### src/design/cdc_pkg.sv
// Shared types and constants for the coherence directory controller.
// No dependencies; imported by the top level, cdc_update and cdc_checker.
`timescale 1ns / 1ps

package cdc_pkg;

    localparam int LINE_BITS  = 10;
    localparam int LINE_DEPTH = 1 << LINE_BITS;
    localparam int CORES_DEF  = 8;
    localparam int CORE_ID_W  = 3;
    localparam int MASK_W     = 8;
    localparam int STATE_W    = 2;

    localparam logic CMD_REQ = 1'b0;

    typedef enum logic [STATE_W-1:0] {
        LS_INV = 2'd0,
        LS_SHR = 2'd1,
        LS_EXC = 2'd2
    } t_line_state;

    typedef enum logic [1:0] {
        CS_CLEAR  = 2'd0,
        CS_IDLE   = 2'd1,
        CS_LOOKUP = 2'd2
    } t_ctrl_state;

    typedef struct packed {
        logic                 cmd;
        logic [CORE_ID_W-1:0] core_id;
        logic [LINE_BITS-1:0] line_addr;
        logic                 is_write;
        logic                 owner_modified;
    } t_in_item;

    typedef struct packed {
        logic               error;
        logic [STATE_W-1:0] prior_state;
        logic               mem_read;
        logic               mem_write;
        logic               send_read;
        logic               send_invalidate;
        logic [MASK_W-1:0]  target_mask;
    } t_out_item;

endpackage

### src/design/cdc_update.sv
// Directory entry transition logic: new state, presence bits and result item.
// Depends on cdc_pkg.
`timescale 1ns / 1ps

module cdc_update
    import cdc_pkg::*;
#(
    parameter int CORES = CORES_DEF
) (
    input  t_in_item           i_item,
    input  logic [STATE_W-1:0] i_state,
    input  logic [CORES-1:0]   i_pres,
    output logic               o_wr_en,
    output logic [STATE_W-1:0] o_new_state,
    output logic [CORES-1:0]   o_new_pres,
    output t_out_item          o_res
);

    localparam logic [CORES-1:0] ONE = CORES'(1);

    logic               core_ok;
    logic [CORES-1:0]   me;
    logic [CORES-1:0]   owner;
    logic [CORES-1:0]   rest;
    logic               rest_single;
    logic               err;
    logic               mrd;
    logic               mwr;
    logic               srd;
    logic               sinv;
    logic [CORES-1:0]   tmask;
    logic [MASK_W-1:0]  tmask_out;
    logic [STATE_W-1:0] new_st;
    logic [CORES-1:0]   new_pres;

    always_comb begin
        core_ok     = int'(i_item.core_id) < CORES;
        me          = core_ok ? (ONE << i_item.core_id) : '0;
        // owner of an exclusive line is the lowest set presence bit
        owner       = i_pres & (~i_pres + ONE);
        rest        = i_pres & ~me;
        rest_single = (rest & (rest - ONE)) == '0;

        err      = 1'b0;
        mrd      = 1'b0;
        mwr      = 1'b0;
        srd      = 1'b0;
        sinv     = 1'b0;
        tmask    = '0;
        new_st   = i_state;
        new_pres = i_pres;

        if (!core_ok) begin
            err = 1'b1;
        end else if (i_item.cmd == CMD_REQ) begin
            case (i_state)
                LS_INV: begin
                    mrd      = !i_item.is_write;
                    new_pres = i_pres | me;
                    new_st   = LS_EXC;
                end
                LS_SHR: begin
                    if (!i_item.is_write) begin
                        srd      = 1'b1;
                        tmask    = i_pres;
                        new_pres = i_pres | me;
                    end else begin
                        sinv     = 1'b1;
                        tmask    = rest;
                        new_pres = me;
                        new_st   = LS_EXC;
                    end
                end
                LS_EXC: begin
                    if (owner == '0 || owner == me) begin
                        err = 1'b1;
                    end else begin
                        mwr   = i_item.owner_modified;
                        tmask = i_pres;
                        if (!i_item.is_write) begin
                            srd      = 1'b1;
                            new_st   = LS_SHR;
                            new_pres = i_pres | me;
                        end else begin
                            sinv     = 1'b1;
                            new_pres = (i_pres & ~owner) | me;
                        end
                    end
                end
                default: begin
                    err = 1'b1;
                end
            endcase
        end else begin
            case (i_state)
                LS_SHR: begin
                    // releasing sharer must be present and leave at least one sharer
                    if (i_item.is_write || (i_pres & me) == '0 || rest == '0) begin
                        err = 1'b1;
                    end else begin
                        new_pres = rest;
                        if (rest_single) begin
                            sinv   = 1'b1;
                            tmask  = rest;
                            new_st = LS_EXC;
                        end
                    end
                end
                LS_EXC: begin
                    if (i_pres == '0) begin
                        err = 1'b1;
                    end else begin
                        mwr      = i_item.is_write;
                        new_pres = '0;
                        new_st   = LS_INV;
                    end
                end
                default: begin
                    err = 1'b1;
                end
            endcase
        end

        if (err) begin
            mrd   = 1'b0;
            mwr   = 1'b0;
            srd   = 1'b0;
            sinv  = 1'b0;
            tmask = '0;
        end
    end

    generate
        if (CORES >= MASK_W) begin : g_mask_trunc
            assign tmask_out = tmask[MASK_W-1:0];
        end else begin : g_mask_ext
            assign tmask_out = {{(MASK_W-CORES){1'b0}}, tmask};
        end
    endgenerate

    always_comb begin
        o_wr_en               = !err;
        o_new_state           = new_st;
        o_new_pres            = new_pres;
        o_res.error           = err;
        o_res.prior_state     = i_state;
        o_res.mem_read        = mrd;
        o_res.mem_write       = mwr;
        o_res.send_read       = srd;
        o_res.send_invalidate = sinv;
        o_res.target_mask     = tmask_out;
    end

endmodule

### config.mk
export PLATFORM = sky130hd
export DESIGN_NAME = cdc_update
export DESIGN_NICKNAME = d
export VERILOG_FILES = /design/src/design/cdc_pkg.sv /design/src/design/cdc_update.sv
export SDC_FILE = /design/constraint.sdc
export NUM_CORES = 1
export LEC_CHECK = 0
export ABC_AREA = 1
export BUFFER_PORTS_ARGS = -buffer_cell sky130_fd_sc_hd__buf_2
export CAP_MARGIN = 10
export CORE_MARGIN = 2
export CORE_UTILIZATION = 40
export DETAILED_ROUTE_END_ITERATION = 12
export GPL_TIMING_DRIVEN = 0
export SLEW_MARGIN = 5
export SYNTH_ARGS = -nofsm -noshare
export SYNTH_HDL_FRONTEND = slang
export SYNTH_SLANG_ARGS = --single-unit
### constraint.sdc
create_clock -name vclk -period 1.9
set_input_delay 0.095 -clock vclk [all_inputs]
set_output_delay 0.095 -clock vclk [all_outputs]
set_load 0.005 [all_outputs]
==> flow_summary_export.csv <==
group,metric,value,unit
outcome,status,"finished, violations left",
outcome,violations,"negative setup slack",
grt,antenna_found_initial,0,
timing,slew_viol_final,0,
logic_synthesis,yosysSeqAreaShare,0,
drt,drt_iter0_markers,329,
placed_design,port_buffers,38,
logic_synthesis,synth_cell_types,30,
layout,nets,452,
placed_design,pre_cts_ws,-0.571,ns
layout,final_cells,469,
logic_synthesis,yosys.area.top_type,"nand2_1",
grt,grt_pass1_vias,2445,
drt,ant_nets,0,
grt,grt_pass1_wl,11900,um
floorplanning,ios,52,
layout,nClkBuffers,0,
timing,period_needed,2.03,ns
drt,drc_errors,0,
timing,finalWorstSetupSlack,-0.129,ns
floorplanning,die_w,70.2,um
floorplanning,core,4290,um2
timing,max_freq,493,MHz
setup_path,start_kind,"input pin",
floorplanning,dieArea,4930,um2
setup_path,critical_path_class,"in2out",
logic_synthesis,synth.cell_area,1750,um2
timing,hold_viol_final,0,
drt,wirelength,7290,um
floorplanning,rows,24,
placed_design,hpwlAfterDp,5160,um
logic_synthesis,synth_top_area_share,0.223,
drt,avgViaCountPerCell,5.67,
grt,grt_max_degree,11,
timing,slew_headroom,0.630,
power_and_ir_drop,fin_total_pwr,659,uW
setup_path,path_max_fanout,7,
drt,first_pass_iters,5,
run,drv_cap,0,
timing,finalSetupViolCount,20,
setup_path,cp_data_required_time,1.80,ns
power_and_ir_drop,ir_worst_vdd,141,uV
power_and_ir_drop,p_leak,1.31,nW
logic_synthesis,synthMostInstantiatedCell,"nand2_1",
layout,drive_gt1_frac,0.326,
timing,tightestPinTransition,0.555,ns
min_path,min_path_type,"in2out",
logic_synthesis,syn-num-nets,397,
grt,grt_overflow,0,
layout,antenna_cells,0,
layout,regArea,0,um2
layout,areaGrowthSynthToFinish,43.8,%
drt,wl_per_cell,15.5,um
setup_path,cp.arrival,1.93,ns
timing,fin_crit_sh,1.07,
drt,num_vias,2661,
logic_synthesis,synth_commonest_cells,"nand2_1, inv_1, nand3_1, o21ai_0, nor2_1",
layout,seq_cell_count,0,
timing,fin_hold_ws,0.511,ns
placed_design,place.gp.congestion,0.957,
floorplanning,initial_core_util,0.408,
floorplanning,die_h,70.2,um
grt,gr-usage-all-layers,0.292,
logic_synthesis,synth_area_per_cell,4.82,um2
logic_synthesis,yosysWarnings,0,
setup_path,end_kind,"output port",
logic_synthesis,synthCells,364,
placed_design,dp_cells,454,
layout,utilization,0.587,
logic_synthesis,synthTopCellsByArea,"nand2_1, nand3_1, o21ai_0",
timing,rsz0062_at_grt,"yes",
power_and_ir_drop,p_per_area,261,nW/um2
-- final cells by class --
cell class	instances	area, um2
fill	453	1770
multi-input combinational	296	1750
buffer	22	124
tap	52	65.1
inverter	44	176
timing repair buffer	55	404
-- per-stage QoR --
stage,TNS (ns),instance area [um2]
floorplan,0,1750
global placement,-7.60,2010
detailed placement,-8.95,2010
CTS,-0.614,2360
global route,-3.12,2520
finish,-1.36,2520
-- routing by layer --
metal	wire [um]	up-vias	GRT usage
met3	727	17	0.0361
li1	-	1312	-
met2	3350	148	0.494
met1	3120	1184	0.402
met4	84	0	0.0491
met5	0	-	0
-- power by group --
part	switching, mW	internal, mW	leakage, nW
logic	0.404	0.255	1.31
registers	0	0	0
clock network	0	0	0
total	0.404	0.255	1.31
-- worst max-delay path, stage by stage --
cell and delay, ns:
buf_12 0.12, nor2_4 0.14, nand2_4 0.09, ha_4 0.21
nand3b_1 0.18, nor2_2 0.19, nand3_4 0.14, nand2_4 0.13
nand2_8 0.08, nand3_4 0.09, nand2_4 0.08, nand2_4 0.09
buf_12 0.13, nor2_4 0.03, buf_2 0.13
-- placed cells by master, fill, tap and decap left out, drive strengths merged --
cell type  Yosys  routed
xor2           1       1
nor2          37      37
o211ai         4       4
nor3           9       9
clkinvlp       0       1
o21bai         4       4
a21oi         27      27
a22oi          1       1
buf           12      65
nand4          5       5
clkbuf        12      12
o21ai         36      36
a31oi          3       3
or2            1       1
nand2        109     109
nand3b         3       3
a21o           1       1
inv           44      43
o22ai          4       4
a211oi         2       2
ha             7       7
nand3         42      42
-- kinds of logic after synthesis --
family                   count (synthesis)  share of synthesized area
AO/OA/AOI/OAI                           82                      0.258
adder cells (fa/ha/maj)                  7                     0.0500
XOR/XNOR                                 1                    0.00500
AND/OR/NAND/NOR                        206                      0.522
buffers and inverters                   68                      0.164
-- worst paths after layout --
| path | start | endpoint | slack, ns | depth (start not counted) |
|---|---|---|---|---|
| worst max-delay path | i_item[12] | o_res[6] | -0.13 | 15 |
| worst min-delay path | i_state[0] | o_res[12] | 0.51 | 3 |
-- what timing repair did --
action / CTS / global route
pin swaps: 19 / 18
setup buffers: 13 / 4
hold buffers: 0 / 0
resized for setup: 80 / 40
setup endpoints to repair: 24 / 24
(Power assumes the default switching activity.)
